--- src/hdl/pwsd_pkg.sv ---
`default_nettype none
// ----------------------------------------------------------------------------
// pwsd_pkg
// Shared types, register indexes and timing constants for the PID unit with
// settle detection.
// ----------------------------------------------------------------------------
package pwsd_pkg;

  localparam int MEAS_W  = 24;
  localparam int ERR_W   = 25;
  localparam int DER_W   = 26;
  localparam int INTEG_W = 40;
  localparam int GAIN_W  = 16;
  localparam int LIM_W   = 24;
  localparam int TIME_W  = 16;
  localparam int TMR_W   = 17;
  localparam int DRIVE_W = 32;
  localparam int IDX_W   = 8;

  localparam int P_W   = ERR_W + GAIN_W;
  localparam int I_W   = INTEG_W + GAIN_W;
  localparam int D_W   = DER_W + GAIN_W;
  localparam int ACC_W = I_W + 2;

  localparam logic [TMR_W-1:0] TICK_MS             = TMR_W'(10);
  localparam logic [TMR_W-1:0] VELOCITY_TIMEOUT_MS = TMR_W'(500);
  localparam logic [TMR_W-1:0] CURRENT_TIMEOUT_MS  = TMR_W'(1000);
  localparam logic [TMR_W-1:0] TIMER_MAX           = {TMR_W{1'b1}};

  localparam logic [IDX_W-1:0] REG_KP          = IDX_W'(0);
  localparam logic [IDX_W-1:0] REG_KI          = IDX_W'(1);
  localparam logic [IDX_W-1:0] REG_KD          = IDX_W'(2);
  localparam logic [IDX_W-1:0] REG_INTEG_BAND  = IDX_W'(3);
  localparam logic [IDX_W-1:0] REG_SMALL_LIM   = IDX_W'(4);
  localparam logic [IDX_W-1:0] REG_SMALL_HOLD  = IDX_W'(5);
  localparam logic [IDX_W-1:0] REG_BIG_LIM     = IDX_W'(6);
  localparam logic [IDX_W-1:0] REG_BIG_HOLD    = IDX_W'(7);

  typedef enum logic [2:0] {
    ST_RUNNING  = 3'd0,
    ST_SMALL    = 3'd1,
    ST_BIG      = 3'd2,
    ST_VELOCITY = 3'd3,
    ST_CURRENT  = 3'd4,
    ST_MISSING  = 3'd5
  } status_t;

  typedef struct packed {
    logic signed [GAIN_W-1:0] kp;
    logic signed [GAIN_W-1:0] ki;
    logic signed [GAIN_W-1:0] kd;
    logic [LIM_W-1:0]         integral_band;
    logic [LIM_W-1:0]         small_lim;
    logic [TIME_W-1:0]        small_hold;
    logic [LIM_W-1:0]         big_lim;
    logic [TIME_W-1:0]        big_hold;
  } cfg_t;

  typedef struct packed {
    logic signed [ERR_W-1:0]   err;
    logic signed [DER_W-1:0]   der;
    logic signed [INTEG_W-1:0] integ;
    status_t                   status;
  } trk_t;

  function automatic logic [TMR_W-1:0] timer_advance(input logic [TMR_W-1:0] t);
    logic [TMR_W:0] n;
    n = {1'b0, t} + {1'b0, TICK_MS};
    return (n > {1'b0, TIMER_MAX}) ? TIMER_MAX : n[TMR_W-1:0];
  endfunction

endpackage
`default_nettype wire

--- src/hdl/pwsd_mac.sv ---
`default_nettype none
// ----------------------------------------------------------------------------
// pwsd_mac
// Gain products (one register stage), then sum, floor shift by 8 and 32-bit
// saturation into the result register.
// ----------------------------------------------------------------------------
module pwsd_mac (
  input  wire                            clk,
  input  wire                            en_mul,
  input  wire                            en_sum,
  input  pwsd_pkg::trk_t                 trk,
  input  pwsd_pkg::cfg_t                 cfg,
  output logic [pwsd_pkg::DRIVE_W-1:0]   drive,
  output pwsd_pkg::status_t              status
);
  import pwsd_pkg::*;

  logic signed [P_W-1:0]   p_term;
  logic signed [I_W-1:0]   i_term;
  logic signed [D_W-1:0]   d_term;
  status_t                 status_mul;

  logic signed [ACC_W-1:0] acc;
  logic signed [ACC_W-9:0] quot;
  logic [DRIVE_W-1:0]      drive_next;

  always_ff @(posedge clk) begin
    if (en_mul) begin
      p_term     <= P_W'($signed(trk.err) * $signed(cfg.kp));
      i_term     <= I_W'($signed(trk.integ) * $signed(cfg.ki));
      d_term     <= D_W'($signed(trk.der) * $signed(cfg.kd));
      status_mul <= trk.status;
    end
  end

  always_comb begin
    acc  = ACC_W'(p_term) + ACC_W'(i_term) + ACC_W'(d_term);
    quot = acc[ACC_W-1:8];
    if (quot[ACC_W-9:DRIVE_W-1] == '0 || quot[ACC_W-9:DRIVE_W-1] == '1)
      drive_next = quot[DRIVE_W-1:0];
    else
      drive_next = quot[ACC_W-9] ? {1'b1, {(DRIVE_W-1){1'b0}}}
                                 : {1'b0, {(DRIVE_W-1){1'b1}}};
  end

  always_ff @(posedge clk) begin
    if (en_sum) begin
      drive  <= drive_next;
      status <= status_mul;
    end
  end

endmodule
`default_nettype wire

--- config.mk ---
export PLATFORM = sky130hd
export DESIGN_NAME = pwsd_mac
export DESIGN_NICKNAME = d
export VERILOG_FILES = /design/src/hdl/pwsd_pkg.sv /design/src/hdl/pwsd_mac.sv
export SDC_FILE = /design/constraint.sdc
export NUM_CORES = 2
export LEC_CHECK = 0
export BUFFER_PORTS_ARGS = -buffer_cell sky130_fd_sc_hd__buf_2
export CORE_UTILIZATION = 59
export DETAILED_ROUTE_END_ITERATION = 6
export PLACE_DENSITY = 0.76
export SETUP_SLACK_MARGIN = 0.15
export SYNTH_ARGS = -nofsm -noshare
export SYNTH_HDL_FRONTEND = slang
export SYNTH_SLANG_ARGS = --single-unit
--- constraint.sdc ---
create_clock -name clk -period 7.5 [get_ports clk]
set_clock_uncertainty 0.2 [all_clocks]
set_input_delay 0.375 -clock clk [delete_from_list [all_inputs] [get_ports clk]]
set_output_delay 0.375 -clock clk [all_outputs]
set_load 0.02 [all_outputs]
==> impl_metrics.toml <==
[timing]
tightestPinTransition_ps = 1070
slew_headroom_pct = 28.5
drv_slew = 0
hold_violations = 0
timing.final.crit_period_ps = 7070
fmax_ghz = 0.141
hold_ws_ps = 190
finalCritPeriodShare_pct = 94.2
timing.setup.tns_ps = 0
rsz0062_at_grt = "yes"
layout_setup_ws_ps = 432
setup_viol = 0

[route]
antenna_left = 0
detail_route.wl_per_cell_um = 18.6
vias_per_cell = 5.50
drt_iter0_markers = 3205
dr.pass1.iters = 5
drc = 0
routed_wl_mm = 152
vias = 45000

[die]
io_pins = 284
core_area_mm2 = 0.102
dieArea_mm2 = 0.104
die_x_um = 323
rows = 117
initial_utilization_pct = 59.6
die_height_um = 323

[setup_path]
r2r_cells = 14
path_max_fanout = 7
reg2reg_to = "drive[9]"
rrSetupSlack_ps = 1070
end_kind = "flop"
r2r-start = "d_term[10]"
worst-setup-path-type = "in2reg"
arrival_ps = 7080
required_ps = 7510
cp-start-kind = "input port"

[finish]
multi_input_comb_area_mm2 = 0.0481
ff_latch_area_mm2 = 0.00532
drive_gt1_share_pct = 8.18
fin_cells = 8178
layout_commonest_cell = "inv_1"
nFillCells = 8401
synthToLayoutAreaGrowth_pct = 7.28
nets = 8875
final_cell_mix = "inv_1, fa_1, nand2_1"

[placement]
globalplace.congestion = 0.956
hpwl_mm = 129
port_buffers = 179
place_ws_ps = -90.5
placedCellCount = 8141

[clock_network]
clkSlewWorstSetupHoldPaths_ps = 80
numClockSinks = 177
htreeDepth = 4
cts.path.max_buffers = 2
cts_buffers = 17
clock_latency_ps = 470
root_buffer = "clkbuf_16"
cts_tree = "built"
post_cts_buffers = 0

[hold_path]
min_to = "status_mul[2]"
hold_path_depth = 1
worst_hold_path_type = "in2reg"
min-delay-start = "en_mul"

[status]
status = "finished, final reports clean"

[yosys]
ys_warn_count = 0
syn_nets = 8657
async_flop_share_pct = 0
ys_seq_area_share_pct = 8.74
synthFlopType = "edfxtp_1"
syn_area_per_cell_um2 = 9.24
synth_edf_count = 177
ys_seq_elements = 177
synth_cell_types = 83
syn_area_mm2 = 0.0608
synthCells = 6577

[global_route]
grt_max_degree = 86
antenna_found_initial = 6
grt_pass1_vias = 48900
grt_overflow = 0
grt_pass1_wl_mm = 252
grt_usage_pct = 31.1

[flow_run]
cap_violations = 0
repair_timing:
| item | 4_1_cts | 5_1_grt |
|---|---|---|
| endpoints found under the hold margin | 3 | 0 |
| endpoints found under the setup margin | 0 | 7 |
| hold buffers | 3 | 0 |
| resized for setup | 0 | 6 |
metal layers:
metal	part of all wire (%)	GRT usage (%)
met4	4.2	12.0
met2	49	52.4
met5	0.018	0
met1	39	41.2
met3	7.0	3.92
synthesized netlist by cell type (all sizes together) (7+ instances only):
library cell | number | area (um^2)
a211oi | 14 | 115
nor2b | 15 | 93.8
and3 | 14 | 87.6
nor3 | 26 | 141
inv | 1677 | 6290
or2 | 10 | 62.6
xnor2 | 137 | 1200
nand2b | 44 | 275
a21o | 101 | 764
nand4 | 32 | 200
o21bai | 36 | 270
nor2 | 147 | 552
o211ai | 11 | 82.6
clkbuf | 239 | 907
buf | 22 | 211
a221oi | 7 | 61.3
a21oi | 198 | 1040
o21ai | 119 | 671
nand2 | 979 | 3670
a21boi | 7 | 52.6
edfxtp | 177 | 5320
and4 | 8 | 71.3
and2 | 498 | 3120
or3 | 8 | 50.1
xor2 | 53 | 464
fa | 1443 | 28900
nand3 | 37 | 185
o21a | 29 | 220
a41oi | 7 | 68.8
ha | 388 | 4850
a31oi | 14 | 109
layout make-up:
cell class,instances,share of cell area (%)
antenna,2,0.00767
clock buffer,17,0.652
clock inverter,15,0.224
inverter,1679,9.66
multi-input combinational,4459,73.7
sequential,177,8.15
tap,1368,2.62
timing repair buffer,461,4.97
how the worst max path moves through the flow:
stage / start / end / slack [ps] / cells past startpoint
after floorplan: cfg[108] / d_term[41] / 340 / 27
after global placement: cfg[121] / i_term[54] / 3 / 28
after detailed placement: cfg[121] / i_term[54] / -90 / 28
after CTS: cfg[121] / i_term[54] / 370 / 28
after global routing: cfg[121] / i_term[54] / 150 / 28
final: cfg[121] / i_term[54] / 430 / 28
critical path, stage by stage:
cell and delay, ps:
buf_2 170, buf_4 190, buf_4 140, and2_1 140
fa_1 540, inv_1 60, fa_1 530, inv_1 40
ha_1 170, inv_1 70, fa_1 430, fa_1 550
inv_1 50, fa_1 440, ha_1 320, a21o_1 170
a221oi_1 330, o31ai_2 160, o21ai_0 310, a2111oi_0 160
buf_4 180, o2111ai_1 210, a21oi_1 150, a221oi_2 290
o21ai_0 170, or2_2 310, a311oi_1 330, xnor2_1 100
stage by stage:
stage / cell area [um^2] / utilization, %
floorplan: 60800 / -
global placement: 64600 / 63.3
detailed placement: 64600 / 63.3
CTS: 65200 / 63.9
global route: 65200 / 63.9
finish: 65200 / 63.9
cells by family after synthesis:
logic type / Yosys count / share of synthesized area [%]
multiplexers: 5 / 0.0823
AND/OR/NAND/NOR: 1837 / 14.2
buffers and inverters: 1941 / 12.2
adder cells (fa/ha/maj): 1831 / 55.5
flip-flops: 177 / 8.74
XOR/XNOR: 190 / 2.74
AO/OA/AOI/OAI: 596 / 6.48
registers in the layout, indices dropped and copies added (netlist names):
signal	count
d_term	42
i_term	56
status_mul	3
drive	32
status	3
p_term	41
Power is left out: the tool's default activity adds up to more than one toggle a clock period on the data nets, which glitch-free logic cannot reach.
