$ cat src/hdl/pwsd_pkg.sv
`default_nettype none
// ----------------------------------------------------------------------------
// pwsd_pkg
// Shared types, register indexes and timing constants for the PID unit with
// settle detection.
// ----------------------------------------------------------------------------
package pwsd_pkg;

  localparam int MEAS_W  = 24;
  localparam int ERR_W   = 25;
  localparam int DER_W   = 26;
  localparam int INTEG_W = 40;
  localparam int GAIN_W  = 16;
  localparam int LIM_W   = 24;
  localparam int TIME_W  = 16;
  localparam int TMR_W   = 17;
  localparam int DRIVE_W = 32;
  localparam int IDX_W   = 8;

  localparam int P_W   = ERR_W + GAIN_W;
  localparam int I_W   = INTEG_W + GAIN_W;
  localparam int D_W   = DER_W + GAIN_W;
  localparam int ACC_W = I_W + 2;

  localparam logic [TMR_W-1:0] TICK_MS             = TMR_W'(10);
  localparam logic [TMR_W-1:0] VELOCITY_TIMEOUT_MS = TMR_W'(500);
  localparam logic [TMR_W-1:0] CURRENT_TIMEOUT_MS  = TMR_W'(1000);
  localparam logic [TMR_W-1:0] TIMER_MAX           = {TMR_W{1'b1}};

  localparam logic [IDX_W-1:0] REG_KP          = IDX_W'(0);
  localparam logic [IDX_W-1:0] REG_KI          = IDX_W'(1);
  localparam logic [IDX_W-1:0] REG_KD          = IDX_W'(2);
  localparam logic [IDX_W-1:0] REG_INTEG_BAND  = IDX_W'(3);
  localparam logic [IDX_W-1:0] REG_SMALL_LIM   = IDX_W'(4);
  localparam logic [IDX_W-1:0] REG_SMALL_HOLD  = IDX_W'(5);
  localparam logic [IDX_W-1:0] REG_BIG_LIM     = IDX_W'(6);
  localparam logic [IDX_W-1:0] REG_BIG_HOLD    = IDX_W'(7);

  typedef enum logic [2:0] {
    ST_RUNNING  = 3'd0,
    ST_SMALL    = 3'd1,
    ST_BIG      = 3'd2,
    ST_VELOCITY = 3'd3,
    ST_CURRENT  = 3'd4,
    ST_MISSING  = 3'd5
  } status_t;

  typedef struct packed {
    logic signed [GAIN_W-1:0] kp;
    logic signed [GAIN_W-1:0] ki;
    logic signed [GAIN_W-1:0] kd;
    logic [LIM_W-1:0]         integral_band;
    logic [LIM_W-1:0]         small_lim;
    logic [TIME_W-1:0]        small_hold;
    logic [LIM_W-1:0]         big_lim;
    logic [TIME_W-1:0]        big_hold;
  } cfg_t;

  typedef struct packed {
    logic signed [ERR_W-1:0]   err;
    logic signed [DER_W-1:0]   der;
    logic signed [INTEG_W-1:0] integ;
    status_t                   status;
  } trk_t;

  function automatic logic [TMR_W-1:0] timer_advance(input logic [TMR_W-1:0] t);
    logic [TMR_W:0] n;
    n = {1'b0, t} + {1'b0, TICK_MS};
    return (n > {1'b0, TIMER_MAX}) ? TIMER_MAX : n[TMR_W-1:0];
  endfunction

endpackage
`default_nettype wire

$ cat src/hdl/pwsd_track.sv
`default_nettype none
// ----------------------------------------------------------------------------
// pwsd_track
// Per-tick error, derivative, gated integral and settle timers; holds the
// loop state and registers the values for the gain products.
// ----------------------------------------------------------------------------
module pwsd_track (
  input  wire                          clk,
  input  wire                          rst,
  input  wire                          en,
  input  wire  [pwsd_pkg::MEAS_W-1:0]  measured,
  input  wire  [pwsd_pkg::MEAS_W-1:0]  setpoint,
  input  wire                          over_current,
  input  pwsd_pkg::cfg_t               cfg,
  output pwsd_pkg::trk_t               trk
);
  import pwsd_pkg::*;

  localparam logic signed [INTEG_W-1:0] INTEG_MAX = {1'b0, {(INTEG_W-1){1'b1}}};
  localparam logic signed [INTEG_W-1:0] INTEG_MIN = {1'b1, {(INTEG_W-1){1'b0}}};

  logic signed [INTEG_W-1:0] integral_sum, integral_sum_next;
  logic signed [ERR_W-1:0]   last_error;
  logic [TMR_W-1:0]          small_timer, big_timer, still_timer, current_timer;
  logic [TMR_W-1:0]          small_timer_next, big_timer_next;
  logic [TMR_W-1:0]          still_timer_next, current_timer_next;

  logic signed [ERR_W-1:0]   err;
  logic signed [DER_W-1:0]   der;
  logic [ERR_W-1:0]          mag;
  logic [INTEG_W:0]          integ_add;
  logic                      err_zero, last_zero, sign_change;
  status_t                   status;

  always_comb begin
    err = {setpoint[MEAS_W-1], setpoint} - {measured[MEAS_W-1], measured};
    der = {err[ERR_W-1], err} - {last_error[ERR_W-1], last_error};
    mag = err[ERR_W-1] ? ERR_W'(-err) : err;

    // gated integral with 40-bit saturation and reset on sign change
    integ_add = {integral_sum[INTEG_W-1], integral_sum}
              + {{(INTEG_W+1-ERR_W){err[ERR_W-1]}}, err};
    err_zero    = (err == '0);
    last_zero   = (last_error == '0);
    sign_change = (err_zero != last_zero) ||
                  (!err_zero && !last_zero && (err[ERR_W-1] != last_error[ERR_W-1]));
    integral_sum_next = integral_sum;
    if (cfg.ki != '0) begin
      if (mag < {1'b0, cfg.integral_band}) begin
        if (integ_add[INTEG_W] != integ_add[INTEG_W-1])
          integral_sum_next = integ_add[INTEG_W] ? INTEG_MIN : INTEG_MAX;
        else
          integral_sum_next = integ_add[INTEG_W-1:0];
      end
      if (sign_change)
        integral_sum_next = '0;
    end

    // settle checks, first exit wins and clears all timers; a missing limit holds them
    small_timer_next   = small_timer;
    big_timer_next     = big_timer;
    still_timer_next   = still_timer;
    current_timer_next = current_timer;
    status             = ST_RUNNING;
    if (cfg.small_lim == '0 || cfg.small_hold == '0 ||
        cfg.big_lim == '0 || cfg.big_hold == '0) begin
      status = ST_MISSING;
    end else begin
      current_timer_next = over_current ? timer_advance(current_timer) : '0;
      if (over_current && current_timer_next > CURRENT_TIMEOUT_MS) begin
        status = ST_CURRENT;
      end else begin
        if (mag < {1'b0, cfg.small_lim}) begin
          small_timer_next = timer_advance(small_timer);
          big_timer_next   = '0;
        end else begin
          small_timer_next = '0;
        end
        if (mag < {1'b0, cfg.small_lim} &&
            small_timer_next > {1'b0, cfg.small_hold}) begin
          status = ST_SMALL;
        end else begin
          if (mag < {1'b0, cfg.big_lim})
            big_timer_next = timer_advance(big_timer_next);
          else
            big_timer_next = '0;
          if (mag < {1'b0, cfg.big_lim} && big_timer_next > {1'b0, cfg.big_hold}) begin
            status = ST_BIG;
          end else begin
            still_timer_next = (der == '0) ? timer_advance(still_timer) : '0;
            if (der == '0 && still_timer_next > VELOCITY_TIMEOUT_MS)
              status = ST_VELOCITY;
          end
        end
      end
      if (status != ST_RUNNING) begin
        small_timer_next   = '0;
        big_timer_next     = '0;
        still_timer_next   = '0;
        current_timer_next = '0;
      end
    end
  end

  always_ff @(posedge clk) begin
    if (rst) begin
      integral_sum  <= '0;
      last_error    <= '0;
      small_timer   <= '0;
      big_timer     <= '0;
      still_timer   <= '0;
      current_timer <= '0;
    end else if (en) begin
      integral_sum  <= integral_sum_next;
      last_error    <= err;
      small_timer   <= small_timer_next;
      big_timer     <= big_timer_next;
      still_timer   <= still_timer_next;
      current_timer <= current_timer_next;
    end
  end

  always_ff @(posedge clk) begin
    if (en) begin
      trk.err    <= err;
      trk.der    <= der;
      trk.integ  <= integral_sum_next;
      trk.status <= status;
    end
  end

endmodule
`default_nettype wire

$ cat config.mk
export PLATFORM = sky130hd
export DESIGN_NAME = pwsd_track
export DESIGN_NICKNAME = d
export VERILOG_FILES = /design/src/hdl/pwsd_pkg.sv /design/src/hdl/pwsd_track.sv
export SDC_FILE = /design/constraint.sdc
export NUM_CORES = 1
export LEC_CHECK = 0
export BUFFER_PORTS_ARGS = -buffer_cell sky130_fd_sc_hd__buf_2
export CAP_MARGIN = 20
export CORE_MARGIN = 10
export CORE_UTILIZATION = 25
export CTS_CLUSTER_SIZE = 14
export DETAILED_ROUTE_END_ITERATION = 8
export GPL_ROUTABILITY_DRIVEN = 0
export SLEW_MARGIN = 20
export SYNTH_ARGS = -nofsm -noshare
export SYNTH_HDL_FRONTEND = slang
export SYNTH_SLANG_ARGS = --single-unit
export TNS_END_PERCENT = 5
$ cat constraint.sdc
create_clock -name clk -period 28.4 [get_ports clk]
set_clock_uncertainty 0.1 [all_clocks]
set_input_delay 4.26 -clock clk [delete_from_list [all_inputs] [get_ports clk]]
set_output_delay 4.26 -clock clk [all_outputs]
set_load 0.01 [all_outputs]
==> results_dict.tcl, run 1 <==
set metrics [dict create \
    status "completed" \
    via_per_inst 5.01 \
    period_share 0.514 \
    drtIter0Drc 1393 \
    drv_cap 0 \
    max_freq_mhz 68.5 \
    ctsHoldBuffers 0 \
    cp_slowest_cell "o211ai_1" \
    cts_root_buffer "clkbuf_16" \
    worst_setup_path_start_kind "input pin" \
    drc_errors 0 \
    synth_edf_count 94 \
    syn_area_per_cell_um2 8.29 \
    fp.dieArea_um2 83900 \
    boundaryPins 298 \
    clock_sinks 227 \
    grt_pass1_vias 16122 \
    grt_pass1_wl_um 97100 \
    overflow 0 \
    fin_crit_ps 14590 \
    die_h_um 290 \
    syn2layout_area_growth_pct 19.3 \
    route.met2.wl_um 29600 \
    dr.pass1.iters 5 \
    insertion_delay_ps 590 \
    drt-total-wl_um 65600 \
    synth-adder-area-share 0.140 \
    stdcell_area_um2 21700 \
    antenna_found_initial 8 \
    worst-path-max-fanout 44 \
    final_nets 2857 \
    critPathTopFamily "compound AO/OA/AOI/OAI gates" \
    synth_area_um2 18200 \
    synth-main-ff-cell "dfxtp_1" \
    slew_violations 0 \
    syn_inst 2195 \
    relSlewSlack 0.266 \
    max_stage_delay_ps 620 \
    min_path_type "reg2reg" \
    synth_top_family_by_area "compound AO/OA/AOI/OAI gates" \
    final-setup-viol-count 0 \
    async_reset_ff_frac 0 \
    max_slew.worst_pin.slew_ps 1090 \
    synthMuxAreaShare 0.0154 \
    drive_gt1_frac 0.168 \
    crit_buf_inv 6 \
    start_util 0.253 \
    dpl_cell_area_um2 20700 \
    synthSimpleGateAreaFrac 0.193 \
    tritoncts "yes" \
    dr.max_layer_used "met4" \
    grt_max_degree 91 \
    synth_compound_area_frac 0.236 \
    vias 17175 \
    cts_buffers 28 \
    wl_per_cell_um 19.1 \
    critPathKind "in2reg" \
    synth_xor_area_frac 0.0534 \
    rsz0062_at_grt "false" \
    ys_warn_count 0 \
    htreeDepth 1 \
    die_w_um 290 \
    synth.distinct_cells 104 \
    cts_buffer_depth 3 \
    p_leak_uw 0.00952 \
    ant_nets 0 \
    coreArea_um2 71900 \
    crit_top_cell "o21a_1" \
    synth_nets 2597 \
    track_usage 0.148 \
    postCtsSetupRepairBufs 0 \
    clk_pin_slew_worst_paths_ps 60 \
    hold_viol_final 0 \
    peakVddDrop_mv 0.0386 \
    dpl.hpwl_um 50900 \
    crit_arrival_ps 14970 \
    num_rows 98 \
    crit_required_ps 28770 \
    critical_path.endpoint_type "flop" \
    ctsResizeCount 0 \
    drt-met1-wl_um 30700 \
    ys_seq_area_frac 0.302 \
    ys_ff_latch 227 \
    wl_met3_um 4500 \
    finalSetupTns_ps 0 \
    portBuffers 265 \
    power.density_nw_per_um2 71.7 \
]
-- worst register-to-register path, delay by kind of cell (launching register included) --
kind / cells / cell delay, ps
simple gates: 2 / 1600
flops: 1 / 330
compound gates: 8 / 2720
xor+xnor: 1 / 720
fa+ha+maj: 1 / 400
-- routing by layer --
metal / GRT usage / vias up
met1: 0.208 / 8075
met5: 0 / -
met3: 0.0271 / 53
met2: 0.239 / 504
li1: - / 8543
met4: 0.0192 / 0
-- final cells by class --
class / count / area [µm²]
well taps: 950 / 1190
clock inverters: 21 / 236
diodes: 2 / 5.00
multi-input cells: 1685 / 11600
flip-flops and latches: 227 / 5490
inverters: 207 / 782
repair buffers: 306 / 1650
clock buffers: 31 / 722
fillers: 7665 / 50200
-- layout by cell type, fill, tap and decap left out, drive strengths merged, types with 11 or more instances in the layout --
cell type,n
ha,195
a21o,53
nor3b,11
buf,305
or2,14
nor4,47
clkinv,16
inv,208
nor2b,21
o211ai,20
clkbuf,32
nor3,39
o21ai,119
o21a,52
xor2,46
mux2i,28
a211oi,27
dfxtp,133
a31oi,43
edfxtp,94
o31ai,11
nand3,56
and3,16
a21oi,172
and2,28
xnor2,61
o22ai,18
or3,21
o2bb2ai,15
nor2,208
a2111oi,11
nand2,147
nand4,36
nand2b,25
a22o,24
-- final timing paths --
kind                            cells past startpoint  slack [ps]                            end                           from
worst max-delay path                               44       13810  current_timer[7]$_SDFFE_PP0P_                    measured[1]
worst min-delay path                                1         360      big_timer[0]$_SDFFE_PP0P_      big_timer[0]$_SDFFE_PP0P_
worst max register to register                     12       22420  integral_sum[16]$_SDFFE_PP0P_  integral_sum[14]$_SDFFE_PP0P_
worst min register to register                      1         360      big_timer[0]$_SDFFE_PP0P_      big_timer[0]$_SDFFE_PP0P_
-- logic make-up after synthesis --
logic type,Yosys count
compound gates,644
xor+xnor,108
fa+ha+maj,202
buf+inv,283
flops,227
mux,28
simple gates,703
-- power breakdown --
| group | internal, µW | leakage [µW] | switching, µW |
|---|---|---|---|
| sequential | 410 | 0.00202 | 25.8 |
| clock | 221 | 0.000471 | 154 |
| combinational | 276 | 0.00703 | 470 |
-- state kept, by name (all words and copies together) (netlist names) --
name / count
still_timer: 17
integral_sum: 40
small_timer: 17
big_timer: 17
trk: 94
last_error: 25
current_timer: 17
-- metrics by stage --
stage                     setup WS [ps]  hold slack (ps)   util  power, µW  std cells
after floorplan                   15390              324      -        915       2195
after global placement            13330              346  0.288       1180       3374
after detailed placement          13120              353  0.288       1180       3374
after CTS                         13670              362  0.302       1570       3426
after global routing              12570              392  0.302       1660       3427
final                             13810              365  0.302       1560       3429
-- synthesized netlist by cell type (all sizes together) (9+ instances only) --
| cell type | instances | area share |
|---|---|---|
| a211o | 10 | 0.0050 |
| o31ai | 11 | 0.0045 |
| a21boi | 10 | 0.0043 |
| o21ai | 119 | 0.033 |
| or3 | 21 | 0.0076 |
| ha | 195 | 0.13 |
| a2111oi | 11 | 0.0057 |
| xnor2 | 61 | 0.030 |
| nor3 | 39 | 0.012 |
| a21oi | 172 | 0.048 |
| a21o | 53 | 0.022 |
| and2 | 28 | 0.0098 |
| nor2b | 21 | 0.0072 |
| edfxtp | 94 | 0.16 |
| and4 | 9 | 0.0044 |
| o211ai | 20 | 0.0090 |
| a22o | 24 | 0.012 |
| o22ai | 18 | 0.0062 |
| nor3b | 11 | 0.0045 |
| nand2 | 147 | 0.030 |
| o2bb2ai | 15 | 0.0072 |
| or4 | 10 | 0.0042 |
| nand4 | 36 | 0.012 |
| or2 | 14 | 0.0048 |
| inv | 206 | 0.043 |
| xor2 | 46 | 0.022 |
| and3 | 16 | 0.0055 |
| o21a | 52 | 0.021 |
| nand2b | 25 | 0.0087 |
| clkbuf | 54 | 0.011 |
| mux2i | 28 | 0.015 |
| nor4 | 47 | 0.016 |
| a31oi | 43 | 0.015 |
| dfxtp | 133 | 0.15 |
| nand3 | 56 | 0.015 |
| buf | 22 | 0.0069 |
| nor2 | 208 | 0.043 |
| a211oi | 27 | 0.012 |
No activity file was read; power rests on OpenSTA's default activity.
==> inputs of run 2 (changes only) <==
--- a/config.mk
+++ b/config.mk
@@ -5,6 +5,7 @@
 export SDC_FILE = /design/constraint.sdc
 export NUM_CORES = 1
 export LEC_CHECK = 0
+export ABC_AREA = 1
 export BUFFER_PORTS_ARGS = -buffer_cell sky130_fd_sc_hd__buf_2
 export CAP_MARGIN = 20
 export CORE_MARGIN = 10
==> constraint.sdc (replaced) <==
create_clock -name clk -period 11.7 [get_ports clk]
set_clock_uncertainty 0.1 [all_clocks]
set_input_delay 1.755 -clock clk [delete_from_list [all_inputs] [get_ports clk]]
set_output_delay 1.755 -clock clk [all_outputs]
set_load 0.01 [all_outputs]
==> run 2 against run 1 <==
Compared with the run above: design area grew 8.1%; setup slack lost 13000 ps; synthesized cell count grew 36%; die area grew 9.4%; register-to-register slack lost 17000 ps; sequential cell count is the same; first-iteration DRC count shrank 18%; count of clock-buffer cells in the layout grew 6; synthesized area grew 10%; critical path depth grew 7; critical endpoint is now still_timer[6]$_SDFFE_PP0P_.
==> results_dict.tcl, run 2 <==
set metrics [dict create \
    critical_path.endpoint_type "flop" \
    p_total_uw 3710 \
    largest_reg_flops 94 \
    worst_setup_path_start_kind "input pin" \
    synth_edf_count 94 \
    start_util 0.253 \
    synth_area_um2 20000 \
    synthTopCellsByArea "edfxtp_1 (14%), dfxtp_1 (13%), ha_1 (12%)" \
    die_h_um 303 \
    finalSetupTns_ps 0 \
    portBuffers 265 \
    ant_nets 0 \
    yosys.area.top_type "edfxtp_1" \
    dpl.hpwl_um 53100 \
    max_stage_delay_ps 740 \
    p_leak_uw 0.0119 \
    regMostFlops "trk" \
    rsz0062_at_grt "false" \
    final_util 0.296 \
    grt_max_degree 69 \
    syn_area_per_cell_um2 6.72 \
    syn2layout_area_growth_pct 17.1 \
    clock_sinks 227 \
    coreArea_um2 79300 \
    fp.dieArea_um2 91900 \
    layout_commonest_cell "nand2_1" \
    drc_errors 0 \
    hold_viol_final 0 \
    ys_ff_latch 227 \
    insertion_delay_ps 580 \
    final-setup-viol-count 0 \
    slew_violations 0 \
    wl_per_cell_um 15.6 \
    htreeDepth 1 \
    drt-total-wl_um 67100 \
    grt_pass1_wl_um 103000 \
    ys_seq_area_frac 0.274 \
    cp_slowest_cell "fa_1" \
    max_slew.worst_pin.slew_ps 995 \
    postCtsSetupRepairBufs 0 \
    crit_required_ps 12110 \
    peakVddDrop_mv 0.118 \
    ys_warn_count 0 \
    largestRegisters "trk (94), integral_sum (40), last_error (25)" \
    vias 19542 \
    critPathKind "in2reg" \
    clk_pin_slew_worst_paths_ps 60 \
    final_cell_mix "nand2_1 (599), inv_1 (563), nor2_1 (298)" \
    overflow 0 \
    final_nets 3625 \
    cts_buffers 28 \
    async_reset_ff_frac 0 \
    synth.distinct_cells 60 \
    boundaryPins 298 \
    period_share 0.902 \
    grt_pass1_vias 18698 \
    antenna_found_initial 1 \
    yosysMostFrequentCell "nand2_1" \
    cts_buffer_depth 3 \
    dp_cells 4241 \
    critPathTopFamily "simple AND/OR/NAND/NOR gates" \
    dr.pass1.iters 6 \
    die_w_um 303 \
    tritoncts "yes" \
    fin_crit_ps 10560 \
    syn_inst 2980 \
    synth_commonest_cells "nand2_1 (599), inv_1 (566), nor2_1 (300), a21oi_1 (224), o21ai_0 (206)" \
    max_freq_mhz 94.7 \
    relSlewSlack 0.337 \
    synth-main-ff-cell "dfxtp_1" \
    power.density_nw_per_um2 158 \
    track_usage 0.141 \
    crit_buf_inv 7 \
    drv_cap 0 \
    drive_gt1_frac 0.143 \
    cts_root_buffer "clkbuf_16" \
    synth_top_area_share 0.141 \
    drtIter0Drc 1140 \
    num_rows 103 \
    status "completed" \
    min_path_type "reg2reg" \
    final_cells 4296 \
    synth_nets 3382 \
    worst-path-max-fanout 29 \
    nFillCells 8745 \
    crit_arrival_ps 10960 \
    via_per_inst 4.55 \
]
[run 2: report_power, final]
group	switching (µW)	internal, µW
Clock	370	547
Combinational	1150	586
Sequential	72.3	982
[run 2: stage by stage]
step / setup slack, ps / hold WS [ps] / cell area, µm²
floorplan: 2670 / 339 / 20000
global placement: 319 / 351 / 22500
detailed placement: 242 / 357 / 22500
CTS: 852 / 367 / 23400
global route: 13.7 / 388 / 23500
finish: 1140 / 368 / 23500
[run 2: cell type report]
cell class / count / area (µm²) / area share
repair buffers: 283 / 1480 / 0.0630
flip-flops and latches: 227 / 5490 / 0.234
multi-input cells: 2095 / 12000 / 0.512
clock inverters: 15 / 191 / 0.00816
diodes: 1 / 2.50 / 0.000107
inverters: 588 / 2210 / 0.0941
well taps: 1050 / 1310 / 0.0560
clock buffers: 37 / 764 / 0.0326
[run 2: routing by layer]
metal,part of all wire,vias up,wire length (µm),GRT usage
met3,0.054,92,3600,0.0219
met4,0.030,0,2030,0.0415
met2,0.49,404,32800,0.253
met1,0.43,8879,28700,0.171
li1,-,10167,-,-
met5,0,-,0,0
[run 2: repair_timing]
action                     4_1_cts  5_1_grt
setup endpoints to repair        0       46
gates resized for setup          0        1
hold buffers                     0        0
[run 2: tightest hold or removal path, cell delays in order, from the launching register on]
cell,delay (ps)
dfxtp_1,310
nand2_1,60
a21oi_1,60
[run 2: cell families (layout without fill, tap and decap cells)]
logic type	Yosys count	count (layout)	share of synthesized area
flops	227	227	0.274
simple gates	1227	1228	0.269
other cells	0	1	0
compound gates	568	568	0.161
buf+inv	659	923	0.127
fa+ha+maj	198	198	0.125
xor+xnor	101	101	0.0445
[run 2: final timing paths]
kind                          startpoint                     endpoint  slack, ps  cells past startpoint
max                          measured[0]  still_timer[6]$_SDFFE_PP0P_       1140                     51
min reg2reg  still_timer[0]$_SDFFE_PP0P_  still_timer[0]$_SDFFE_PP0P_        370                      2
max reg2reg  small_timer[1]$_SDFFE_PP0P_    big_timer[6]$_SDFFE_PP0P_       5760                     32
min          still_timer[0]$_SDFFE_PP0P_  still_timer[0]$_SDFFE_PP0P_        370                      2
