--- config.mk ---
export PLATFORM = sky130hd
export DESIGN_NAME = pwsd_cfg_regs
export DESIGN_NICKNAME = d
export VERILOG_FILES = /design/src/hdl/pwsd_pkg.sv /design/src/hdl/pwsd_cfg_regs.sv
export SDC_FILE = /design/constraint.sdc
export NUM_CORES = 1
export LEC_CHECK = 0
export ABC_CLOCK_PERIOD_IN_PS = 2200
export BUFFER_PORTS_ARGS = -buffer_cell sky130_fd_sc_hd__buf_4
export CAP_MARGIN = 20
export CELL_PAD_IN_SITES_DETAIL_PLACEMENT = 1
export CELL_PAD_IN_SITES_GLOBAL_PLACEMENT = 1
export CORE_MARGIN = 2
export CORE_UTILIZATION = 30
export DETAILED_ROUTE_END_ITERATION = 8
export PLACE_DENSITY_LB_ADDON = 0.1
export SYNTH_ARGS = -nofsm -noshare
export SYNTH_HDL_FRONTEND = slang
export SYNTH_SLANG_ARGS = --single-unit
--- constraint.sdc ---
create_clock -name clk -period 2.2 [get_ports clk]
set_clock_uncertainty 0.15 [all_clocks]
set_input_delay 0.44 -clock clk [delete_from_list [all_inputs] [get_ports clk]]
set_output_delay 0.44 -clock clk [all_outputs]
set_load 0.01 [all_outputs]
--- src/hdl/pwsd_pkg.sv ---
`default_nettype none
// ----------------------------------------------------------------------------
// pwsd_pkg
// Shared types, register indexes and timing constants for the PID unit with
// settle detection.
// ----------------------------------------------------------------------------
package pwsd_pkg;

  localparam int MEAS_W  = 24;
  localparam int ERR_W   = 25;
  localparam int DER_W   = 26;
  localparam int INTEG_W = 40;
  localparam int GAIN_W  = 16;
  localparam int LIM_W   = 24;
  localparam int TIME_W  = 16;
  localparam int TMR_W   = 17;
  localparam int DRIVE_W = 32;
  localparam int IDX_W   = 8;

  localparam int P_W   = ERR_W + GAIN_W;
  localparam int I_W   = INTEG_W + GAIN_W;
  localparam int D_W   = DER_W + GAIN_W;
  localparam int ACC_W = I_W + 2;

  localparam logic [TMR_W-1:0] TICK_MS             = TMR_W'(10);
  localparam logic [TMR_W-1:0] VELOCITY_TIMEOUT_MS = TMR_W'(500);
  localparam logic [TMR_W-1:0] CURRENT_TIMEOUT_MS  = TMR_W'(1000);
  localparam logic [TMR_W-1:0] TIMER_MAX           = {TMR_W{1'b1}};

  localparam logic [IDX_W-1:0] REG_KP          = IDX_W'(0);
  localparam logic [IDX_W-1:0] REG_KI          = IDX_W'(1);
  localparam logic [IDX_W-1:0] REG_KD          = IDX_W'(2);
  localparam logic [IDX_W-1:0] REG_INTEG_BAND  = IDX_W'(3);
  localparam logic [IDX_W-1:0] REG_SMALL_LIM   = IDX_W'(4);
  localparam logic [IDX_W-1:0] REG_SMALL_HOLD  = IDX_W'(5);
  localparam logic [IDX_W-1:0] REG_BIG_LIM     = IDX_W'(6);
  localparam logic [IDX_W-1:0] REG_BIG_HOLD    = IDX_W'(7);

  typedef enum logic [2:0] {
    ST_RUNNING  = 3'd0,
    ST_SMALL    = 3'd1,
    ST_BIG      = 3'd2,
    ST_VELOCITY = 3'd3,
    ST_CURRENT  = 3'd4,
    ST_MISSING  = 3'd5
  } status_t;

  typedef struct packed {
    logic signed [GAIN_W-1:0] kp;
    logic signed [GAIN_W-1:0] ki;
    logic signed [GAIN_W-1:0] kd;
    logic [LIM_W-1:0]         integral_band;
    logic [LIM_W-1:0]         small_lim;
    logic [TIME_W-1:0]        small_hold;
    logic [LIM_W-1:0]         big_lim;
    logic [TIME_W-1:0]        big_hold;
  } cfg_t;

  typedef struct packed {
    logic signed [ERR_W-1:0]   err;
    logic signed [DER_W-1:0]   der;
    logic signed [INTEG_W-1:0] integ;
    status_t                   status;
  } trk_t;

  function automatic logic [TMR_W-1:0] timer_advance(input logic [TMR_W-1:0] t);
    logic [TMR_W:0] n;
    n = {1'b0, t} + {1'b0, TICK_MS};
    return (n > {1'b0, TIMER_MAX}) ? TIMER_MAX : n[TMR_W-1:0];
  endfunction

endpackage
`default_nettype wire

--- src/hdl/pwsd_cfg_regs.sv ---
`default_nettype none
// ----------------------------------------------------------------------------
// pwsd_cfg_regs
// Configuration register file: gains, integral band and settle limits.
// ----------------------------------------------------------------------------
module pwsd_cfg_regs (
  input  wire                         clk,
  input  wire                         rst,
  input  wire                         cfg_valid,
  input  wire  [pwsd_pkg::IDX_W-1:0]  cfg_index,
  input  wire  [pwsd_pkg::LIM_W-1:0]  cfg_data,
  output pwsd_pkg::cfg_t              cfg
);
  import pwsd_pkg::*;

  always_ff @(posedge clk) begin
    if (rst) begin
      cfg <= '0;
    end else if (cfg_valid) begin
      unique case (cfg_index)
        REG_KP:          cfg.kp            <= cfg_data[GAIN_W-1:0];
        REG_KI:          cfg.ki            <= cfg_data[GAIN_W-1:0];
        REG_KD:          cfg.kd            <= cfg_data[GAIN_W-1:0];
        REG_INTEG_BAND:  cfg.integral_band <= cfg_data;
        REG_SMALL_LIM:   cfg.small_lim     <= cfg_data;
        REG_SMALL_HOLD:  cfg.small_hold    <= cfg_data[TIME_W-1:0];
        REG_BIG_LIM:     cfg.big_lim       <= cfg_data;
        REG_BIG_HOLD:    cfg.big_hold      <= cfg_data[TIME_W-1:0];
        default: ;
      endcase
    end
  end

endmodule
`default_nettype wire

==> impl_results.html, run 1 <==
<table>
<tr><th>Metric</th><th>Value</th></tr>
<tr><th colspan="2">Clock tree</th></tr>
<tr><td>Cts bufs inserted</td><td>17</td></tr>
<tr><td>Post-CTS setup buffer count</td><td>0</td></tr>
<tr><td>Clock latency at the later pin of the worst-skew pair</td><td>~0.41 ns</td></tr>
<tr><td>TritonCTS clock tree</td><td>built</td></tr>
<tr><td>Reg clk slew, reported paths</td><td>0.07 ns</td></tr>
<tr><td>Number of buffers between clock root and the deepest sink</td><td>2</td></tr>
<tr><td>CTS Hold Buffers Added</td><td>0</td></tr>
<tr><td>Cts repair resizes</td><td>0</td></tr>
<tr><td>Total number of H-tree levels</td><td>4</td></tr>
<tr><td>Sink count of the clock tree</td><td>152</td></tr>
<tr><td>Clock tree root driver cell</td><td>sky130_fd_sc_hd__clkbuf_16</td></tr>
<tr><th colspan="2">Placement</th></tr>
<tr><td>Number of input and output port buffers inserted</td><td>186</td></tr>
<tr><td>HPWL reported at the end of detailed placement</td><td>12960 um</td></tr>
<tr><td>Pre-CTS setup slack</td><td>0.2292 ns</td></tr>
<tr><td>Routability congestion estimate from global placement</td><td>0.7556</td></tr>
<tr><th colspan="2">Synth</th></tr>
<tr><td>Number of enable flip-flop cells after synthesis</td><td>0</td></tr>
<tr><td>Synthesized-area fraction occupied by adder cells</td><td>0</td></tr>
<tr><td>Count of state elements after synthesis</td><td>between 150 and 200</td></tr>
<tr><td>Most repeated cell in the gate-level netlist after synthesis</td><td>sky130_fd_sc_hd__nand2b_1</td></tr>
<tr><td>Largest area contributor in the synthesized netlist</td><td>sky130_fd_sc_hd__dfxtp_1</td></tr>
<tr><td>Post-synthesis simple-gate area fraction</td><td>0.2065</td></tr>
<tr><td>Main flop type after synthesis</td><td>sky130_fd_sc_hd__dfxtp_1</td></tr>
<tr><td>Largest cells by area after synthesis</td><td>sky130_fd_sc_hd__dfxtp_1 (50%), sky130_fd_sc_hd__mux2i_1 (25%), sky130_fd_sc_hd__nand2b_1 (18%), sky130_fd_sc_hd__clkbuf_1 (1.6%), sky130_fd_sc_hd__nand3_2 (0.83%)</td></tr>
<tr><td>Main combinational cell family by area after synthesis</td><td>multiplexers</td></tr>
<tr><td>Synthesized net count</td><td>approximately 580</td></tr>
<tr><td>Post-synthesis xor/xnor area fraction</td><td>0</td></tr>
<tr><td>Synth unique cells</td><td>17</td></tr>
<tr><td>Netlist area before placement</td><td>0.006040 mm^2</td></tr>
<tr><td>Proportion of synthesized flip-flops having asynchronous set or reset</td><td>0</td></tr>
<tr><td>Fraction of synthesized area in multiplexers</td><td>0.2519</td></tr>
<tr><td>Post-synth top cells</td><td>sky130_fd_sc_hd__nand2b_1 (176), sky130_fd_sc_hd__dfxtp_1 (152), sky130_fd_sc_hd__mux2i_1 (152), sky130_fd_sc_hd__clkbuf_1 (25), sky130_fd_sc_hd__buf_1 (11)</td></tr>
<tr><td>Sequential cell area fraction in the yosys report</td><td>0.5038</td></tr>
<tr><td>Mean Syn Cell Area</td><td>roughly 11 um^2</td></tr>
<tr><td>Synthesized instance count</td><td>544</td></tr>
<tr><td>Number of warnings reported in the yosys synthesis log</td><td>0</td></tr>
<tr><td>Top-area cell type share of the netlist area</td><td>0.5038</td></tr>
<tr><td>Compound-Gate Fraction of Synth Area</td><td>0</td></tr>
<tr><th colspan="2">Detailed routing</th></tr>
<tr><td>Number of DRC markers in iteration 0</td><td>130</td></tr>
<tr><td>Wire length per cell</td><td>17.41 um</td></tr>
<tr><td>Average via count per standard cell</td><td>4.395</td></tr>
<tr><td>Total wirelength of the detailed-routed design</td><td>17510 um</td></tr>
<tr><td>Final antenna-violating net count</td><td>0</td></tr>
<tr><td>Detailed Routing Iterations Pass 1</td><td>4</td></tr>
<tr><td>Vias</td><td>4421</td></tr>
<tr><td>DRC Markers</td><td>0</td></tr>
<tr><th colspan="2">STA</th></tr>
<tr><td>Setup repair after global routing missed its margin</td><td>no</td></tr>
<tr><td>Number of setup violations in the final report</td><td>0</td></tr>
<tr><td>Crit share post-route</td><td>0.7027</td></tr>
<tr><td>Minimum period implied by the final worst setup slack</td><td>1.546 ns</td></tr>
<tr><td>Slew at the pin with the worst max-slew slack</td><td>0.4410 ns</td></tr>
<tr><td>Hold Violations, Final</td><td>0</td></tr>
<tr><td>Setup TNS</td><td>0 ns</td></tr>
<tr><td>Highest Clock Rate</td><td>between 600 and 700 MHz</td></tr>
<tr><td>Number of max-slew violations in the final report</td><td>0</td></tr>
<tr><td>Rel. slew slack</td><td>0.7060</td></tr>
<tr><td>Fin worst setup slack</td><td>0.6541 ns</td></tr>
<tr><th colspan="2">Global routing</th></tr>
<tr><td>Pin count of the biggest net entering global routing</td><td>47</td></tr>
<tr><td>Total global routing overflow</td><td>0</td></tr>
<tr><td>Vias in the first global route</td><td>4762</td></tr>
<tr><td>All-Layer GR Usage</td><td>0.1652</td></tr>
<tr><td>First-pass GRT wire length</td><td>27480 um</td></tr>
<tr><td>Initial antenna violation count</td><td>0</td></tr>
<tr><th colspan="2">Finish</th></tr>
<tr><td>Layout-stage area growth over the synthesis result</td><td>38.12%</td></tr>
<tr><td>Top reg by flops</td><td>cfg</td></tr>
<tr><td>Regs by FF count</td><td>cfg x152</td></tr>
<tr><td>Final core occ</td><td>0.4258</td></tr>
<tr><td>Flip-flop count of the largest register after layout</td><td>152</td></tr>
<tr><td>Number of filler cells placed in the layout</td><td>2146</td></tr>
<tr><td>Layout cells sized above 1</td><td>0.3401</td></tr>
<tr><td>Antenna diode count</td><td>0</td></tr>
<tr><td># nets final</td><td>~760</td></tr>
<tr><th colspan="2">Worst setup path</th></tr>
<tr><td>Max Fanout on Critical Path</td><td>10</td></tr>
<tr><td>Data arrival at the endpoint of the critical path</td><td>1.72 ns</td></tr>
<tr><td>Register-to-register setup slack</td><td>roughly 1.4 ns</td></tr>
<tr><td>Crit end category</td><td>flop</td></tr>
<tr><td>Startpoint-to-endpoint class of the critical path</td><td>in2reg</td></tr>
<tr><td>Worst setup SP type</td><td>input port</td></tr>
<tr><td>Worst Path Required</td><td>~2.4 ns</td></tr>
<tr><th colspan="2">Power</th></tr>
<tr><td>Post-layout total power</td><td>between 5 and 6 mW</td></tr>
<tr><td>Leakage Power</td><td>4.260 nW</td></tr>
<tr><td>Largest vdd supply drop</td><td>between 0.4 and 0.5 mV</td></tr>
<tr><td>Cell Pwr Density</td><td>707.5 mW/mm^2</td></tr>
<tr><th colspan="2">Worst hold path</th></tr>
<tr><td>Type of the most critical hold path</td><td>in2reg</td></tr>
<tr><th colspan="2">Floorplan</th></tr>
<tr><td>Number of placement rows</td><td>51</td></tr>
<tr><td>Starting density of the core</td><td>0.3083</td></tr>
<tr><td>Core area</td><td>0.01959 mm^2</td></tr>
<tr><td>Die footprint</td><td>0.02128 mm^2</td></tr>
<tr><td>Top-level I/O count</td><td>187</td></tr>
<tr><td>Die X-Extent</td><td>145.9 um</td></tr>
<tr><td>Die H</td><td>145.9 um</td></tr>
<tr><th colspan="2">Run status</th></tr>
<tr><td>Run status</td><td>finished, final reports clean</td></tr>
<tr><th colspan="2">Job</th></tr>
<tr><td>Number of violations of the max-capacitance limit</td><td>0</td></tr>
</table>
stage by stage:
step	hold slack (ns)	cells	area (um^2)
finish	0.1890	1006	8342
global route	0.1949	1006	8342
CTS	0.1798	1006	8342
detailed placement	0.3183	974	7755
global placement	0.3110	974	7755
floorplan	0.3426	544	6040
cells by family after synthesis:
| kind of cell | count (synthesis) |
|---|---|
| buf+inv | 48 |
| flops | 152 |
| simple gates | 192 |
| mux | 152 |
worst max-delay path: stages:
cell                      delay, ns
sky130_fd_sc_hd__buf_4         0.12
sky130_fd_sc_hd__nor4_4        0.26
sky130_fd_sc_hd__buf_4         0.23
sky130_fd_sc_hd__and3_1        0.28
sky130_fd_sc_hd__buf_4         0.19
sky130_fd_sc_hd__mux2i_1       0.20
report_power, final:
| group | switching, mW | internal (mW) |
|---|---|---|
| combinational | 0.121 | 0.116 |
| clock | 1.20 | 1.71 |
| sequential | 0.00201 | 2.75 |
| total | 1.32 | 4.58 |
per-layer routing:
metal / vias up / track usage / part of all wire
met5: - / 0 / 0
met4: 0 / 0.03775 / 0.0099
met3: 11 / 0.05549 / 0.061
met2: 114 / 0.2807 / 0.49
met1: 2140 / 0.2026 / 0.44
li1: 2156 / - / -
path summary, 6_finish.rpt:
path | from | to | depth (start not counted)
max | cfg_index[5] | cfg[122] | 6
min | cfg_data[18] | cfg[74] | 3
max reg2reg | cfg[114] | cfg[114] | 2
min reg2reg | cfg[141] | cfg[141] | 2
placed cells by master (no fill, tap or decap), drive strengths merged:
| cell type | instances |
|---|---|
| nor3b | 1 |
| nand3 | 6 |
| clkinvlp | 4 |
| nor2 | 1 |
| and3b | 1 |
| clkinv | 3 |
| nand2b | 176 |
| nand4 | 2 |
| dfxtp | 152 |
| inv | 4 |
| buf | 213 |
| nor4 | 1 |
| nor2b | 2 |
| mux2i | 152 |
| bufinv | 2 |
| clkbuf | 19 |
| and3 | 2 |
cell type report:
type | count | area, um^2 | area share
multi-input cells | 344 | 2769 | 0.3319
flip-flops and latches | 152 | 3043 | 0.3648
repair buffers | 213 | 1612 | 0.1932
clock buffers | 19 | 442.9 | 0.05310
clock inverters | 13 | 143.9 | 0.01725
well taps | 265 | 331.6 | 0.03975
Power figures use the tool's default switching activity.
==> run 2, diff against run 1 <==
--- a/config.mk
+++ b/config.mk
@@ -5,7 +5,7 @@
 export SDC_FILE = /design/constraint.sdc
 export NUM_CORES = 1
 export LEC_CHECK = 0
-export ABC_CLOCK_PERIOD_IN_PS = 2200
+export ABC_CLOCK_PERIOD_IN_PS = 1400
 export BUFFER_PORTS_ARGS = -buffer_cell sky130_fd_sc_hd__buf_4
 export CAP_MARGIN = 20
 export CELL_PAD_IN_SITES_DETAIL_PLACEMENT = 1
==> constraint.sdc (replaced) <==
create_clock -name clk -period 1.4 [get_ports clk]
set_clock_uncertainty 0.15 [all_clocks]
set_input_delay 0.28 -clock clk [delete_from_list [all_inputs] [get_ports clk]]
set_output_delay 0.28 -clock clk [all_outputs]
set_load 0.01 [all_outputs]
==> run 2 against run 1 <==
Combinational power grew 78%. Die area unchanged. First-iteration DRC count increased by 2.3%. Design area rose by 2.9%. Critical path depth fell by 5. Global-route usage grew 0.62 points. Power up 60%. Clock-buffer cell count increased by 1. Wire length increased by 3.6%. Sequential power rose by 57%. Sequential share of layout area is 0.93 points lower. Via count grew 1.8%. Highest routed layer unchanged.
==> impl_results.html, run 2 (synthesis results as in run 1) <==
<table>
<tr><th>Metric</th><th>Value</th></tr>
<tr><th colspan="2">Clock tree</th></tr>
<tr><td>Number of buffers between clock root and the deepest sink</td><td>2</td></tr>
<tr><td>Clock latency at the later pin of the worst-skew pair</td><td>0.42 ns</td></tr>
<tr><td>Cts repair resizes</td><td>0</td></tr>
<tr><td>TritonCTS clock tree</td><td>built</td></tr>
<tr><td>Sink count of the clock tree</td><td>152</td></tr>
<tr><td>Clock tree root driver cell</td><td>sky130_fd_sc_hd__clkbuf_16</td></tr>
<tr><td>Reg clk slew, reported paths</td><td>0.06 ns</td></tr>
<tr><td>CTS Hold Buffers Added</td><td>0</td></tr>
<tr><td>Total number of H-tree levels</td><td>4</td></tr>
<tr><td>Post-CTS setup buffer count</td><td>0</td></tr>
<tr><td>Cts bufs inserted</td><td>17</td></tr>
<tr><th colspan="2">Power</th></tr>
<tr><td>Largest vdd supply drop</td><td>0.7705 mV</td></tr>
<tr><td>Cell Pwr Density</td><td>1103 mW/mm^2</td></tr>
<tr><td>Leakage Power</td><td>4.379 nW</td></tr>
<tr><th colspan="2">Floorplan</th></tr>
<tr><td>Number of placement rows</td><td>51</td></tr>
<tr><td>Starting density of the core</td><td>0.3083</td></tr>
<tr><td>Die X-Extent</td><td>145.9 um</td></tr>
<tr><td>Top-level I/O count</td><td>187</td></tr>
<tr><td>Die H</td><td>roughly 150 um</td></tr>
<tr><td>Core area</td><td>0.01959 mm^2</td></tr>
<tr><td>Die footprint</td><td>0.02128 mm^2</td></tr>
<tr><th colspan="2">Detailed routing</th></tr>
<tr><td>DRC Markers</td><td>0</td></tr>
<tr><td>Total wirelength of the detailed-routed design</td><td>18150 um</td></tr>
<tr><td>Average via count per standard cell</td><td>roughly 4.4</td></tr>
<tr><td>Wire length per cell</td><td>17.93 um</td></tr>
<tr><td>Detailed Routing Iterations Pass 1</td><td>4</td></tr>
<tr><td>Final antenna-violating net count</td><td>0</td></tr>
<tr><td>Number of DRC markers in iteration 0</td><td>133</td></tr>
<tr><td>Vias</td><td>4501</td></tr>
<tr><th colspan="2">STA</th></tr>
<tr><td>Setup TNS</td><td>0 ns</td></tr>
<tr><td>Number of max-slew violations in the final report</td><td>0</td></tr>
<tr><td>Highest Clock Rate</td><td>731.8 MHz</td></tr>
<tr><td>Rel. slew slack</td><td>0.7088</td></tr>
<tr><td>Slew at the pin with the worst max-slew slack</td><td>0.4367 ns</td></tr>
<tr><td>Hold Violations, Final</td><td>0</td></tr>
<tr><td>Minimum period implied by the final worst setup slack</td><td>1.366 ns</td></tr>
<tr><td>Setup repair after global routing missed its margin</td><td>no</td></tr>
<tr><td>Number of setup violations in the final report</td><td>0</td></tr>
<tr><td>Crit share post-route</td><td>0.9760</td></tr>
<tr><th colspan="2">Global routing</th></tr>
<tr><td>All-Layer GR Usage</td><td>0.1714</td></tr>
<tr><td>First-pass GRT wire length</td><td>about 28000 um</td></tr>
<tr><td>Pin count of the biggest net entering global routing</td><td>33</td></tr>
<tr><td>Initial antenna violation count</td><td>0</td></tr>
<tr><td>Total global routing overflow</td><td>0</td></tr>
<tr><td>Vias in the first global route</td><td>slightly below 5000</td></tr>
<tr><th colspan="2">Worst setup path</th></tr>
<tr><td>R2R depth</td><td>2</td></tr>
<tr><td>Worst Setup EP</td><td>cfg[142]</td></tr>
<tr><td>Depth of the critical timing path with buffers and inverters included</td><td>1</td></tr>
<tr><td>Crit end category</td><td>primary output</td></tr>
<tr><td>Critical path origin</td><td>cfg[142]</td></tr>
<tr><td>Reg-to-Reg End</td><td>cfg[41]</td></tr>
<tr><td>Worst Path Required</td><td>0.97 ns</td></tr>
<tr><td>Kind of cell with the highest combined delay on the critical path</td><td>flip-flops</td></tr>
<tr><td>Data arrival at the endpoint of the critical path</td><td>0.94 ns</td></tr>
<tr><td>Crit path buf inv count</td><td>1</td></tr>
<tr><td>Register-to-register setup slack</td><td>0.58 ns</td></tr>
<tr><td>Max Fanout on Critical Path</td><td>2</td></tr>
<tr><td>Slowest cell on the critical path</td><td>sky130_fd_sc_hd__dfxtp_1</td></tr>
<tr><td>CP max stage delay</td><td>0.37 ns</td></tr>
<tr><td>Cell chain of the critical path</td><td>buf_4</td></tr>
<tr><td>Startpoint-to-endpoint class of the critical path</td><td>reg2out</td></tr>
<tr><td>Worst flop-to-flop path startpoint</td><td>cfg[41]</td></tr>
<tr><td>Worst setup SP type</td><td>flop</td></tr>
<tr><th colspan="2">Placement</th></tr>
<tr><td>HPWL reported at the end of detailed placement</td><td>between 10000 and 15000 um</td></tr>
<tr><td>Number of input and output port buffers inserted</td><td>186</td></tr>
<tr><td>Routability congestion estimate from global placement</td><td>0.7603</td></tr>
<tr><td>Post-Place Cell Area</td><td>~0.008 mm^2</td></tr>
<tr><th colspan="2">Run status</th></tr>
<tr><td>Run status</td><td>finished, final reports clean</td></tr>
<tr><th colspan="2">Finish</th></tr>
<tr><td>Cell area after layout</td><td>roughly 0.0086 mm^2</td></tr>
<tr><td>Layout-stage area growth over the synthesis result</td><td>42.08%</td></tr>
<tr><td># nets final</td><td>a little under 800</td></tr>
<tr><td>Leading cell type in the layout, fill and taps excluded</td><td>sky130_fd_sc_hd__buf_4</td></tr>
<tr><td>Antenna diode count</td><td>0</td></tr>
<tr><td>Top reg by flops</td><td>cfg</td></tr>
<tr><td>Flip-flop count of the largest register after layout</td><td>152</td></tr>
<tr><td>Final core occ</td><td>0.4380</td></tr>
<tr><td>Layout cells sized above 1</td><td>0.3534</td></tr>
<tr><td>Regs by FF count</td><td>cfg x152</td></tr>
<tr><td>Commonest non-fill, non-tap cells in the layout</td><td>sky130_fd_sc_hd__buf_4 (204), sky130_fd_sc_hd__nand2b_1 (176), sky130_fd_sc_hd__mux2i_1 (152), sky130_fd_sc_hd__dfxtp_1 (146), sky130_fd_sc_hd__clkbuf_16 (17)</td></tr>
<tr><th colspan="2">Worst hold path</th></tr>
<tr><td>Type of the most critical hold path</td><td>in2reg</td></tr>
<tr><th colspan="2">Job</th></tr>
<tr><td>Number of violations of the max-capacitance limit</td><td>0</td></tr>
</table>
-- run 2: cell count changes in the layout (fill, tap and decap cells not counted) --
cell                         change
sky130_fd_sc_hd__buf_12         +14
sky130_fd_sc_hd__buf_4           -8
sky130_fd_sc_hd__dfxtp_1         -6
sky130_fd_sc_hd__dfxtp_2         +6
sky130_fd_sc_hd__inv_6           -3
sky130_fd_sc_hd__clkinv_2        +2
sky130_fd_sc_hd__and3_1          -1
sky130_fd_sc_hd__and3_2          +1
sky130_fd_sc_hd__bufinv_16       +1
sky130_fd_sc_hd__clkbuf_1        +1
sky130_fd_sc_hd__clkinvlp_4      -1
-- run 2: metrics by stage --
step / total power, mW / setup WS (ns) / hold slack [ns] / cells
after floorplan: 4.644 / -0.3924 / 0.3284 / 544
after global placement: 4.855 / -0.3660 / 0.3097 / 980
after detailed placement: 4.864 / -0.3689 / 0.3123 / 980
after CTS: 9.594 / 0.009741 / 0.01759 / 1012
after global routing: 9.833 / 0.001012 / 0.03792 / 1012
final: 9.466 / 0.03354 / 0.03052 / 1012
-- run 2: how the worst min path moves through the flow --
| stage | start | end | slack [ns] | cells after the start |
|---|---|---|---|---|
| floorplan | cfg_data[16] | cfg[72] | 0.33 | 2 |
| global placement | cfg[96] | cfg[96] | 0.31 | 2 |
| detailed placement | cfg[131] | cfg[131] | 0.31 | 2 |
| CTS | cfg_data[17] | cfg[33] | 0.02 | 3 |
| global route | cfg_data[17] | cfg[33] | 0.04 | 3 |
| finish | cfg_data[17] | cfg[33] | 0.03 | 3 |
-- run 2: where the power goes --
group | leakage (nW) | internal (mW) | switching [mW]
logic | 2.87 | 0.220 | 0.203
registers | 1.23 | 4.33 | 0.00331
clock network | 0.286 | 2.85 | 1.86
-- run 2: routing by layer --
layer  vias up  GRT usage  routed length [um]
met5         -          0                   0
met4         0    0.05490                 253
met3        21    0.06270                1275
met2       132     0.2726                8494
met1      2191     0.2161                8125
li1       2157          -                   -
-- run 2: area by class of cell --
type                       instances  area, um^2
clock buffer                      20       446.7
clock inverter                    12       150.1
fill                            2156       11010
multi-input combinational        344        2770
sequential                       152        3050
tap                              265       331.6
timing repair buffer             219        1832
-- run 2: worst min-delay path, delay by kind of cell --
family        cells  cell delay, ns
simple gates      1            0.08
buf+inv           1            0.08
mux               1            0.12
